[src/hw/rtl/rqrs_pkg.sv]
`default_nettype none
package rqrs_pkg;

  localparam int OP_W    = 2;
  localparam int VALUE_W = 31;
  localparam int SMALL_W = 5;

  // opcodes; the remaining code is a no-op
  localparam logic [OP_W-1:0] OP_ENQ  = 2'd0;
  localparam logic [OP_W-1:0] OP_DEQ  = 2'd1;
  localparam logic [OP_W-1:0] OP_SRCH = 2'd2;

  typedef enum logic [1:0] {
    ST_IDLE,
    ST_EXEC,
    ST_CMP,
    ST_DONE
  } state_t;

  // controller to datapath
  typedef struct packed {
    logic accept;    // latch request word, clear result
    logic push;      // enqueue the request value at the tail
    logic rd_head;   // read slot at head
    logic rd_next;   // read slot after head
    logic rotate;    // move the entry just read to the tail
    logic remove;    // drop the entry just read, report it
    logic out_load;  // move result into the output register
  } cmd_t;

  // datapath to controller
  typedef struct packed {
    logic [OP_W-1:0] op;
    logic            full;
    logic            empty;
    logic            hit;     // entry just read is the one to remove
    logic            last;    // one entry left in this pass
    logic            out_free;
  } sts_t;

endpackage
`default_nettype wire

[src/hw/rtl/rqrs_req_if.sv]
`default_nettype none
interface rqrs_req_if
  import rqrs_pkg::*;
();
  logic               valid;
  logic               ready;
  logic [OP_W-1:0]    opcode;
  logic [VALUE_W-1:0] value;

  modport source (output valid, output opcode, output value, input ready);
  modport sink   (input valid, input opcode, input value, output ready);
endinterface
`default_nettype wire

[src/hw/rtl/rqrs_rsp_if.sv]
`default_nettype none
interface rqrs_rsp_if
  import rqrs_pkg::*;
();
  logic               valid;
  logic               ready;
  logic               ok;
  logic [VALUE_W-1:0] data;
  logic [SMALL_W-1:0] moved;
  logic [SMALL_W-1:0] occupancy;

  modport source (output valid, output ok, output data, output moved, output occupancy,
                  input ready);
  modport sink   (input valid, input ok, input data, input moved, input occupancy,
                  output ready);
endinterface
`default_nettype wire

[src/hw/rtl/rqrs_ctrl.sv]
`default_nettype none
module rqrs_ctrl
  import rqrs_pkg::*;
(
  input  wire logic clk,
  input  wire logic rst,
  input  wire logic req_valid,
  output logic      req_ready,
  input  wire sts_t sts,
  output cmd_t      cmd
);

  state_t state, state_next;

  always_ff @(posedge clk) begin
    if (rst) begin
      state <= ST_IDLE;
    end else begin
      state <= state_next;
    end
  end

  always_comb begin
    state_next = state;
    cmd        = '0;
    req_ready  = 1'b0;
    case (state)
      ST_IDLE: begin
        // no request word is taken while reset is held
        req_ready = !rst;
        if (req_valid && !rst) begin
          cmd.accept = 1'b1;
          state_next = ST_EXEC;
        end
      end
      ST_EXEC: begin
        state_next = ST_DONE;
        if (sts.op == OP_ENQ) begin
          cmd.push = !sts.full;
        end else if (sts.op inside {OP_DEQ, OP_SRCH}) begin
          if (!sts.empty) begin
            cmd.rd_head = 1'b1;
            state_next  = ST_CMP;
          end
        end
      end
      ST_CMP: begin
        if (sts.hit) begin
          cmd.remove = 1'b1;
          state_next = ST_DONE;
        end else begin
          cmd.rotate = 1'b1;
          if (sts.last) begin
            state_next = ST_DONE;
          end else begin
            cmd.rd_next = 1'b1;
          end
        end
      end
      ST_DONE: begin
        if (sts.out_free) begin
          cmd.out_load = 1'b1;
          state_next   = ST_IDLE;
        end
      end
      default: begin
        state_next = ST_IDLE;
      end
    endcase
  end

endmodule
`default_nettype wire

[src/hw/rtl/rqrs_dp.sv]
`default_nettype none
module rqrs_dp
  import rqrs_pkg::*;
#(
  parameter int DEPTH = 16
) (
  input  wire logic               clk,
  input  wire logic               rst,
  input  wire cmd_t               cmd,
  output sts_t                    sts,
  input  wire logic [OP_W-1:0]    req_opcode,
  input  wire logic [VALUE_W-1:0] req_value,
  output logic                    rsp_valid,
  input  wire logic               rsp_ready,
  output logic                    rsp_ok,
  output logic [VALUE_W-1:0]      rsp_data,
  output logic [SMALL_W-1:0]      rsp_moved,
  output logic [SMALL_W-1:0]      rsp_occupancy
);

  localparam int IW    = $clog2(DEPTH);
  localparam int CNT_W = $clog2(DEPTH + 1);
  localparam int CW    = (CNT_W > SMALL_W) ? CNT_W : SMALL_W;

  logic [VALUE_W-1:0] mem [DEPTH];

  logic [IW-1:0]      head, tail, head_inc, tail_inc;
  logic [CW-1:0]      count, left, moved;
  logic [OP_W-1:0]    op;
  logic [VALUE_W-1:0] key, rd;
  logic               res_ok;
  logic [VALUE_W-1:0] res_data;

  logic               wr_en;
  logic [VALUE_W-1:0] wr_data;
  logic               rd_en;
  logic [IW-1:0]      rd_addr;

  assign head_inc = (head == IW'(DEPTH - 1)) ? '0 : head + 1'b1;
  assign tail_inc = (tail == IW'(DEPTH - 1)) ? '0 : tail + 1'b1;

  assign wr_en   = cmd.push || cmd.rotate;
  assign wr_data = cmd.rotate ? rd : key;
  assign rd_en   = cmd.rd_head || cmd.rd_next;
  assign rd_addr = cmd.rd_next ? head_inc : head;

  // slot memory, one write and one registered read port
  always_ff @(posedge clk) begin
    if (wr_en) begin
      mem[tail] <= wr_data;
    end
  end

  always_ff @(posedge clk) begin
    if (rd_en) begin
      rd <= mem[rd_addr];
    end
  end

  // ring pointers and fill count
  always_ff @(posedge clk) begin
    if (rst) begin
      head  <= '0;
      tail  <= '0;
      count <= '0;
    end else if (cmd.push) begin
      tail  <= tail_inc;
      count <= count + 1'b1;
    end else if (cmd.rotate) begin
      head <= head_inc;
      tail <= tail_inc;
    end else if (cmd.remove) begin
      count <= count - 1'b1;
      if (count == CW'(1)) begin
        head <= '0;
        tail <= '0;
      end else begin
        head <= head_inc;
      end
    end
  end

  // request word and per-operation result
  always_ff @(posedge clk) begin
    if (cmd.accept) begin
      op       <= req_opcode;
      key      <= req_value;
      left     <= count;
      moved    <= '0;
      res_ok   <= 1'b0;
      res_data <= '0;
    end else if (cmd.push) begin
      res_ok <= 1'b1;
    end else if (cmd.rotate) begin
      moved <= moved + 1'b1;
      left  <= left - 1'b1;
    end else if (cmd.remove) begin
      res_ok   <= 1'b1;
      res_data <= rd;
    end
  end

  // output register
  always_ff @(posedge clk) begin
    if (rst) begin
      rsp_valid <= 1'b0;
    end else if (cmd.out_load) begin
      rsp_valid <= 1'b1;
    end else if (rsp_ready) begin
      rsp_valid <= 1'b0;
    end
  end

  always_ff @(posedge clk) begin
    if (cmd.out_load) begin
      rsp_ok        <= res_ok;
      rsp_data      <= res_data;
      rsp_moved     <= moved[SMALL_W-1:0];
      rsp_occupancy <= count[SMALL_W-1:0];
    end
  end

  always_comb begin
    sts.op       = op;
    sts.full     = (count == CW'(DEPTH));
    sts.empty    = (count == '0);
    sts.hit      = (op == OP_DEQ) || (rd == key);
    sts.last     = (left == CW'(1));
    sts.out_free = !rsp_valid || rsp_ready;
  end

endmodule
`default_nettype wire

[src/hw/rtl/ring_queue_with_rotating_search_top.sv]
`default_nettype none
// Ring queue of DEPTH identifiers with enqueue, dequeue and a rotating
// search-and-remove. Every request word gives exactly one response word:
// ok, the removed value (data), how many entries were rotated to the tail
// (moved) and the occupancy after the operation. Requests are taken one at
// a time. A request passes from the idle state through execute, then, for
// dequeue and search on a non-empty queue, through the compare state, and
// then to done, which loads its response. A dequeue examines only the head
// entry; a search walks k entries, where k is 0 on an empty queue, else 1
// up to the occupancy. The response word is valid from the cycle after
// the one that loads it, and the next request can be accepted in that same
// cycle. The walk is set by the slot memory: its single registered read port
// delivers one entry per cycle to the compare, while the write port moves a
// non-matching entry to the tail in the same cycle. A response waiting in
// the output register does not block the next request from being accepted;
// that request holds in its last cycle until the waiting word is taken.
// Slot contents are not cleared at reset; only held entries are ever read.
module ring_queue_with_rotating_search_top
  import rqrs_pkg::*;
#(
  parameter int DEPTH = 16
) (
  input wire logic   clk,
  input wire logic   rst,
  rqrs_req_if.sink   req,
  rqrs_rsp_if.source rsp
);

  // command and status between sequencer and datapath
  cmd_t cmd;
  sts_t sts;

  // sequencer: accept, execute, walk the ring, hand over the result
  rqrs_ctrl u_ctrl (
    .clk       (clk),
    .rst       (rst),
    .req_valid (req.valid),
    .req_ready (req.ready),
    .sts       (sts),
    .cmd       (cmd)
  );

  // datapath: slot memory, pointers, counts and the output register
  rqrs_dp #(
    .DEPTH (DEPTH)
  ) u_dp (
    .clk           (clk),
    .rst           (rst),
    .cmd           (cmd),
    .sts           (sts),
    .req_opcode    (req.opcode),
    .req_value     (req.value),
    .rsp_valid     (rsp.valid),
    .rsp_ready     (rsp.ready),
    .rsp_ok        (rsp.ok),
    .rsp_data      (rsp.data),
    .rsp_moved     (rsp.moved),
    .rsp_occupancy (rsp.occupancy)
  );

endmodule
`default_nettype wire
[src/flat_wrapper.sv]
// flat-port wrapper written by rule: the top's interface ports become plain ports
module ring_queue_with_rotating_search_top_flat import rqrs_pkg::*;
#(
  parameter int DEPTH = 16
)
  (clk, rst, req_valid, req_opcode, req_value, req_ready, rsp_valid, rsp_ok, rsp_data, rsp_moved, rsp_occupancy, rsp_ready);
  rqrs_req_if req_i ();
  rqrs_rsp_if rsp_i ();
  input wire logic clk;
  input wire logic rst;
  input wire logic [$bits(req_i.valid)-1:0] req_valid;
  input wire logic [$bits(req_i.opcode)-1:0] req_opcode;
  input wire logic [$bits(req_i.value)-1:0] req_value;
  output wire logic [$bits(req_i.ready)-1:0] req_ready;
  output wire logic [$bits(rsp_i.valid)-1:0] rsp_valid;
  output wire logic [$bits(rsp_i.ok)-1:0] rsp_ok;
  output wire logic [$bits(rsp_i.data)-1:0] rsp_data;
  output wire logic [$bits(rsp_i.moved)-1:0] rsp_moved;
  output wire logic [$bits(rsp_i.occupancy)-1:0] rsp_occupancy;
  input wire logic [$bits(rsp_i.ready)-1:0] rsp_ready;
  assign req_i.valid = req_valid;
  assign req_i.opcode = req_opcode;
  assign req_i.value = req_value;
  assign req_ready = req_i.ready;
  assign rsp_valid = rsp_i.valid;
  assign rsp_ok = rsp_i.ok;
  assign rsp_data = rsp_i.data;
  assign rsp_moved = rsp_i.moved;
  assign rsp_occupancy = rsp_i.occupancy;
  assign rsp_i.ready = rsp_ready;
  ring_queue_with_rotating_search_top #(.DEPTH(DEPTH)) u_core (.clk(clk), .rst(rst), .req(req_i), .rsp(rsp_i));
endmodule
[config.mk]
export PLATFORM = sky130hd
export DESIGN_NAME = ring_queue_with_rotating_search_top_flat
export DESIGN_NICKNAME = d
export VERILOG_FILES = /design/src/hw/rtl/rqrs_pkg.sv /design/src/hw/rtl/rqrs_req_if.sv /design/src/hw/rtl/rqrs_rsp_if.sv /design/src/hw/rtl/rqrs_ctrl.sv /design/src/hw/rtl/rqrs_dp.sv /design/src/hw/rtl/ring_queue_with_rotating_search_top.sv /design/src/flat_wrapper.sv
export SDC_FILE = /design/constraint.sdc
export NUM_CORES = 1
export LEC_CHECK = 0
export BUFFER_PORTS_ARGS = -buffer_cell sky130_fd_sc_hd__buf_2
export CELL_PAD_IN_SITES_DETAIL_PLACEMENT = 1
export CELL_PAD_IN_SITES_GLOBAL_PLACEMENT = 2
export CORE_MARGIN = 2
export CORE_UTILIZATION = 46
export DETAILED_ROUTE_END_ITERATION = 10
export PLACE_DENSITY = 0.81
export SYNTH_ARGS = -nofsm -noshare
export SYNTH_HDL_FRONTEND = slang
export SYNTH_HIERARCHICAL = 1
export SYNTH_SLANG_ARGS = --single-unit
[constraint.sdc]
create_clock -name clk -period 5.1 [get_ports clk]
set_input_delay 0.255 -clock clk [delete_from_list [all_inputs] [get_ports clk]]
set_output_delay 0.255 -clock clk [all_outputs]
set_load 0.03 [all_outputs]
# Word-level counts from Yosys, hierarchy flattened
# Memory sizes are Yosys's and may differ from the RTL's. A register that Yosys moved wholly into a read port is not among the register bits.
# Cells that the tools add are included.
# totals
reg_bits	133
ramBits	496
input_bits	37
out_inout_bits	44
word_cells	111
n_memories	1
# mem_list
name	depth	width	rd	rd_clocked_by_memory_dff	write_ports	line_no	rtl
u_core.u_dp.mem	16	31	1	1	1	rqrs_dp.sv:25	logic [VALUE_W-1:0] mem [DEPTH];
# classes
addsub	6
n_eq_ne	16
n_mux	46
n_bitwise	2
n_reduce_logical	25
# ops
op	n
4-bit 2-to-1 mux	10
31-bit == test	1
31-bit 2-to-1 mux	1
5-bit 2-to-1 mux	6
1-bit 2-to-1 mux	19
2-bit 2-to-1 mux	8
5-bit by 1-bit adder with 5-bit output, second input constant	2
5-bit by 1-bit == test with 1-bit output, second input constant	2
2-bit AND reduction	5
2-bit nonzero test	5
5-bit by 1-bit subtractor with 5-bit output, second input constant	2
4-bit by 1-bit adder with 4-bit output, second input constant	2
4-bit == test, second input constant	2
2-bit one-hot mux with 4 select lines	1
2-bit == test, second input constant	3
2-bit by 1-bit inequality test with 1-bit output, second input constant	3
3-bit AND reduction	2
3-bit nonzero test	2
5-bit == test, second input constant	1
5-bit zero test	1
2-bit by 1-bit == test with 1-bit output, second input constant	2
2-bit zero test	2
1-bit logical OR	4
1-bit zero test	3
other kinds (5)	6

# Depth between registers and ports, before layout
# Gate-level depths: netlist of run 1.
# depth
word_depth	8
depth_mapped	14

# Cells and area by module
# Netlist of run 1, hierarchy kept.
# modules_own_cells
mod	n_inst	cells_per_inst	area_each_um2	seq_area_each_um2
rqrs_dp	1	1700	25981.2	19248.5
rqrs_ctrl	1	32	255.2	40.0

# Least setup slack after synthesis of run 1
# No wires, ideal clock.
# synth_path
kind	reg2reg
from	register u_core.u_dp.rd[6], read port of u_core.u_dp.mem
to	memory u_core.u_dp.mem[3][0], enable pin
setup_time_ns	0.458
arrival_ns	3.823
t_required_ns	4.642
path_slack_ns	0.819
stages_incl_launch_ff	11
n_path_buf	2
path_cell_list	edfxtp_1 xor2_1 nor4_1 nand4_1 o22ai_1 nor2b_1 clkbuf_1 or2_2 clkbuf_1 nand2_1 nor3_1
# synth_rtl
item	line_no	rtl
from (decl)	rqrs_dp.sv:30	logic [VALUE_W-1:0] key, rd;
to (decl)	rqrs_dp.sv:25	

==> summary.md, run 1 <==
| Metric | Value |
|---|---|
| Ys Warns | `6` |
| Worst hold path type | `in -> reg` |
| Metal-1 WL | `30.5 mm` |
| Post-route cell area | `30200 sq um` |
| HPWL reported at the end of detailed placement | `41.6 mm` |
| Fill cells | `5372` |
| Worst slew pin tran | `1040 ps` |
| Io pins | `81` |
| Final setup TNS | `0 ps` |
| CP startpoint | `u_core/u_dp/rd[22]` |
| Synth cell types | `64` |
| Sequential fraction of the synthesis area | `0.735` |
| Global route overflow | `0` |
| Period Utilization, post-route | `0.883` |
| PnR worst setup slack | `595 ps` |
| Worst ir drop on vdd | `0.292 mV` |
| Syn Area/Cell | `15.1 sq um` |
| Largest net degree at the start of global routing | `63` |
| # nets final | `1930` |
| Root Buffer | `clkbuf_16` |
| Post-synth EDFFs | `607` |
| GRT Util Overall | `0.249` |
| Final WL | `72.8 mm` |
| Num CTS Buffers | `70` |
| Commonest non-fill, non-tap cell in the layout | `edfxtp_1` |
| Crit-path max FO | `12` |
| WS Path Type | `reg -> reg` |
| Cell area after synthesis | `26200 sq um` |
| Reg2reg start | `u_core/u_dp/rd[22]` |
| DP Worst Slack | `629 ps` |
| Clk slew on worst S/H paths | `60 ps` |
| Ys flop type | `edfxtp_1` |
| Internal power | `0.0104 W` |
| Initial antenna violation count | `0` |
| Remaining antenna violation count | `0` |
| Postcts setup bufs | `0` |
| Cell Pwr Density | `475 nW/um^2` |
| F_max | `0.222 GHz` |
| Most frequent cells in the layout | `edfxtp_1, nand2_1, mux2i_1` |
| Synthesis-to-finish area growth | `15.1%` |
| Clock skew | `41.4 ps` |
| Min-delay src | `rsp_ready` |
| Port bufs | `80` |
| DRC violations left | `0` |
| Initial Util | `0.465` |
| DRT iter0 DRCs | `1360` |
| Share of cells above drive strength 1 | `0.181` |
| Clk pwr share | `0.346` |
| Seq pwr share | `0.470` |
| DR WL met3 | `4.87 mm` |
| Cells after synthesis | `1732` |
| R2R Setup Slk | `590 ps` |
| GP Congestion | `0.823` |
| R2R depth | `12` |
| Die span in y | `243 microns` |
| Leakage power | `10.2 nW` |
| Core ar. | `56400 sq um` |
| Status | `finished, final reports clean` |
| Vias per cell | `5.80` |
| Via Count | `15578` |
| Slew Limit Fails | `0` |
| Cell Area, Placed | `27600 sq um` |
| # rows | `87` |
| Wire length on met2 | `35.3 mm` |
| Combinational power share | `0.184` |
| Final hold viol count | `0` |
| Slew HR | `0.306` |
| Die width | `243 microns` |
| Reg2reg end | `u_core/u_dp/rd[8]` |
| DRT Pass-1 Iters | `5` |
| Setup crit start kind | `flip-flop` |
| Number of synthesized register bits | `660` |
| WP data required | `5440 ps` |
| Post-CTS sizing | `0` |
| Vias in the first global route | `16202` |
| CTS tree | `yes` |
| CTS sink cnt | `660` |
| Avg WL per Cell | `27.1 microns` |
| First-pass GRT wire length | `108 mm` |
| Switching Fraction | `0.278` |
| Max-cap violation count | `0` |
| Setup Viol. Count Final | `0` |
| Hold Slack | `34.6 ps` |
| RSZ-0062 raised after global routing | `false` |
| Synth Net Count | `1786` |
| Psw | `0.00399 W` |
| Clock tree buffer depth | `3` |
| Async SR Flop Fraction | `0` |
| Worst EP arrival | `4840 ps` |
| Worst-skew pair later-pin latency | `630 ps` |
| Htree depth | `3` |
| Post-CTS Hold Buffers | `33` |
| Critical Path End | `u_core/u_dp/rd[8]` |
| Top Metal Used | `met4` |
| Die area | `59000 sq um` |
| Fin crit period | `4510 ps` |
| CP endpoint kind | `flip-flop` |
## power groups by stage
| stage | sequential (W) | combinational (W) | clock [W] |
|---|---|---|---|
| after floorplan | 0.00682 | 0.00182 | 0 |
| after global placement | 0.00684 | 0.00251 | 0 |
| after detailed placement | 0.00686 | 0.00260 | 0 |
| after CTS | 0.00675 | 0.00265 | 0.00505 |
| after global routing | 0.00678 | 0.00285 | 0.00525 |
| final | 0.00675 | 0.00265 | 0.00496 |
## how the worst min path moves through the flow
| stage | endpoint | cells past startpoint |
|---|---|---|
| global placement | u_core/u_dp/rsp_data[21] | 0 |
| CTS | u_core/u_dp/rsp_valid | 3 |
| finish | u_core/u_dp/rsp_valid | 3 |
| global route | u_core/u_dp/rsp_valid | 3 |
| floorplan | u_core/u_ctrl/state[0] | 1 |
| detailed placement | u_core/u_dp/rsp_data[27] | 0 |
## Yosys cell counts (9+ instances only)
cell type / number / area [sq um]
and4b_1: 13 / 130
edfxtp_1: 607 / 18200
ha_1: 17 / 213
a21oi_1: 70 / 350
mux2i_1: 127 / 1270
buf_2: 38 / 190
a32o_1: 12 / 120
nand3_1: 82 / 410
inv_1: 18 / 67.6
nor2_1: 41 / 154
nand2_1: 329 / 1230
a32oi_1: 32 / 280
xor2_1: 37 / 324
and2_1: 10 / 62.6
and3_1: 9 / 56.3
nor4b_2: 12 / 180
dfxtp_1: 53 / 1060
buf_6: 12 / 135
clkbuf_1: 25 / 93.8
mux2_2: 69 / 777
o22ai_1: 13 / 81.3
## final cells by class
type / count / area [sq um] / area share
clock inverters: 27 / 238 / 0.00787
inverters: 18 / 67.6 / 0.00224
multi-input cells: 962 / 6480 / 0.215
clock buffers: 98 / 1990 / 0.0659
diodes: 1 / 2.50 / 0.0000828
well taps: 756 / 946 / 0.0313
flip-flops and latches: 660 / 19300 / 0.639
repair buffers: 164 / 1190 / 0.0394
## logic make-up (layout without fill, tap and decap cells)
logic type	Yosys count	in the layout	share of synthesized area
and+or+nand+nor	543	543	0.0969
buffers and inverters	110	307	0.0239
xor gates and xnor gates	42	42	0.0140
other	0	1	0
AOI/OAI and AO/OA	162	162	0.0427
muxes	198	198	0.0792
adders and majority gates	17	17	0.00811
DFF	660	660	0.735
## through the flow
stage,utilization,instances,power [W]
after floorplan,-,1732,0.00864
after global placement,0.490,2527,0.00934
after detailed placement,0.490,2527,0.00946
after CTS,0.536,2685,0.0144
after global routing,0.536,2685,0.0149
final,0.536,2686,0.0144
## critical path, cell delays in order (launching register included)
cell      delay, ps
edfxtp_1        440
xor2_1          230
nor4_1          600
nand4_1         360
o22ai_1         410
nor3b_2         190
buf_4           220
inv_1            80
o21bai_1        140
a21oi_2         810
buf_4           350
a32oi_1         120
and4b_1         250
## flip-flops by register name, summed over array words and instances, names as in the netlist, 31 cells and up
name	flops
u_core/u_dp/key	31
u_core/u_dp/mem	496
u_core/u_dp/res_data	31
u_core/u_dp/rsp_data	31
u_core/u_dp/rd	31
## layer usage
metal,global-route usage,vias up
met2,0.408,596
met3,0.0366,122
met1,0.339,8080
met4,0.0890,0
met5,0,-
li1,-,6780
Note: power is estimated with default switching activity, not from simulation.
==> run 2, diff against run 1 <==
GPL_TIMING_DRIVEN = 0   (was not set)
==> run 2 against run 1 <==
Net effect:
- flip-flop and latch count did not move
- critical endpoint is now u_core/u_dp/rd[7]
- fmax fell by 4.9%
- first-iteration DRC count rose by 21%
- sequential power barely moved
- sequential share of layout area fell by 0.88 points
==> summary.md, run 2 (synthesized netlist as in run 1, its figures left out) <==
| Metric | Value |
|---|---|
| Status | `finished, final reports clean (unchanged)` |
| Root Buffer | `clkbuf_16 (unchanged)` |
| GP Congestion | `0.835 (was 0.823)` |
| Via Count | `15984 (was 15578)` |
| Initial Util | `0.465 (unchanged)` |
| Worst ir drop on vdd | `0.246 mV (was 0.292 mV)` |
| # nets final | `1998 (was 1930)` |
| Final WL | `75.5 mm (was 72.8 mm)` |
| Worst hold path type | `in -> reg (unchanged)` |
| Cell Pwr Density | `478 nW/um^2 (was 475 nW/um^2)` |
| Slew Limit Fails | `0 (unchanged)` |
| Inserted Diodes | `0 (was 1)` |
| HPWL reported at the end of detailed placement | `50.9 mm (was 41.6 mm)` |
| Largest net degree at the start of global routing | `44 (was 63)` |
| Worst EP arrival | `5120 ps (was 4840 ps)` |
| F_max | `0.211 GHz (was 0.222 GHz)` |
| Worst-skew pair later-pin latency | `600 ps (was 630 ps)` |
| Port bufs | `80 (unchanged)` |
| Period Utilization, post-route | `0.929 (was 0.883)` |
| Reg with most FFs | `u_core/u_dp/mem (unchanged)` |
| Clock skew | `19.4 ps (was 41.4 ps)` |
| Met3 GRT Util | `0.0343 (was 0.0366)` |
| PnR worst setup slack | `362 ps (was 595 ps)` |
| Commonest non-fill, non-tap cell in the layout | `edfxtp_1 (unchanged)` |
| Synthesis-to-finish area growth | `16.7% (was 15.1%)` |
| CTS sink cnt | `660 (unchanged)` |
| RSZ-0062 raised after global routing | `false (unchanged)` |
| DP Worst Slack | `161 ps (was 629 ps)` |
| Htree depth | `3 (unchanged)` |
| Io pins | `81 (unchanged)` |
| # rows | `87 (unchanged)` |
| CTS tree | `yes (unchanged)` |
| Initial antenna violation count | `1 (was 0)` |
| Die width | `243 microns (unchanged)` |
| Share of cells above drive strength 1 | `0.188 (was 0.181)` |
| Overall power | `0.0146 W (was 0.0144 W)` |
| WP data required | `5480 ps (was 5440 ps)` |
| R2R Setup Slk | `360 ps (was 590 ps)` |
| DRC violations left | `0 (unchanged)` |
| Vias in the first global route | `16565 (was 16202)` |
| Max reg flops | `496 (unchanged)` |
| First-pass GRT wire length | `111 mm (was 108 mm)` |
| Fin crit period | `4740 ps (was 4510 ps)` |
| Met2 global-route usage | `0.418 (was 0.408)` |
| Vias per cell | `5.81 (was 5.80)` |
| Worst slew pin tran | `1060 ps (was 1040 ps)` |
| CP endpoint kind | `flip-flop (unchanged)` |
| Die span in y | `243 microns (unchanged)` |
| Leakage power | `10.4 nW (was 10.2 nW)` |
| Clock tree buffer depth | `3 (unchanged)` |
| Clk slew on worst S/H paths | `60 ps (about the same)` |
| DRT iter0 DRCs | `1649 (was 1360)` |
| Avg WL per Cell | `27.4 microns (was 27.1 microns)` |
| Hold Slack | `42.1 ps (was 34.6 ps)` |
| WS Path Type | `reg -> reg (unchanged)` |
| Max-cap violation count | `0 (unchanged)` |
| Setup Viol. Count Final | `0 (unchanged)` |
| Final hold viol count | `0 (unchanged)` |
| Final setup TNS | `0 ps (unchanged)` |
| Remaining antenna violation count | `0 (unchanged)` |
| Global route overflow | `0 (unchanged)` |
| GR Util met1 | `0.354 (was 0.339)` |
| DRT Pass-1 Iters | `5 (unchanged)` |
| Busiest grt layer | `met2 (unchanged)` |
| Setup crit start kind | `flip-flop (unchanged)` |
| Core ar. | `56400 sq um (unchanged)` |
| Die area | `59000 sq um (unchanged)` |
| GRT Util Overall | `0.257 (was 0.249)` |
| Crit-path max FO | `10 (was 12)` |
| Slew HR | `0.278 (was 0.306)` |
| Most frequent cells in the layout | `edfxtp_1, nand2_1, mux2i_1 (unchanged)` |
| Num CTS Buffers | `69 (was 70)` |
==> run 2: cell types whose count changed in the layout (fill, tap and decap cells not counted), sizes merged <==
| cell | before | now |
|---|---|---|
| buf | 131 | 171 |
| bufinv | 3 | 4 |
| clkbuf | 98 | 120 |
| clkinv | 18 | 24 |
| diode | 1 | 0 |
| dlygate4sd3 | 33 | 34 |
| inv | 22 | 18 |
==> run 2: per-layer routing <==
layer / vias up / wire, microns
met2: 675 / 35900
met3: 129 / 4950
met5: - / 0
met4: 0 / 2430
li1: 6929 / -
met1: 8251 / 32100
==> run 2: timing repair <==
action / in CTS / in global routing
setup endpoints to repair: 0 / 4
hold endpoints to repair: 36 / 0
hold buffers: 34 / 0
buffers inserted: 0 / 0
resized for setup: 0 / 1
==> run 2: final cells by class <==
| cell class | count | area [sq um] |
|---|---|---|
| plain buffers | 92 | 561 |
| clock buffers | 92 | 1910 |
| clock inverters | 30 | 240 |
| fillers | 5419 | 25800 |
| inverters | 18 | 67.6 |
| multi-input cells | 962 | 6440 |
| flip-flops and latches | 660 | 19300 |
| well taps | 756 | 946 |
| repair buffers | 141 | 1180 |
==> run 2: path summary, 6_finish.rpt <==
kind                                            endpoint                     start  cells after the start
worst max-delay path                   u_core/u_dp/rd[7]        u_core/u_dp/rd[19]                     12
worst min register to register  u_core/u_dp/rsp_data[15]  u_core/u_dp/res_data[15]                      0
worst max register to register         u_core/u_dp/rd[7]        u_core/u_dp/rd[19]                     12
worst min-delay path               u_core/u_dp/rsp_valid                 rsp_ready                      3
==> run 2: power breakdown <==
part	switching, W	internal (W)
clock network	0.00205	0.00282
logic	0.00198	0.00100
registers	0.000227	0.00655
==> run 2: critical path, cell delays in order, from the launching register on <==
cell and delay [ps]:
edfxtp_1 510, xor2_1 380, nor3_1 190, nand4_1 190, o22ai_1 160, nor3b_2 620, buf_6 230, mux2i_2 880
clkbuf_1 600, nand2_1 130, nand3_1 110, a21oi_1 130, nor4b_2 360
==> run 2: through the flow <==
step	instance area (sq um)	cells	utilization
2_1_floorplan	26200	1732	-
3_3_place_gp	27600	2568	0.489
3_5_place_dp	28100	2595	0.499
4_1_cts	30600	2751	0.543
5_1_grt	30600	2751	0.543
6_report	30600	2751	0.543
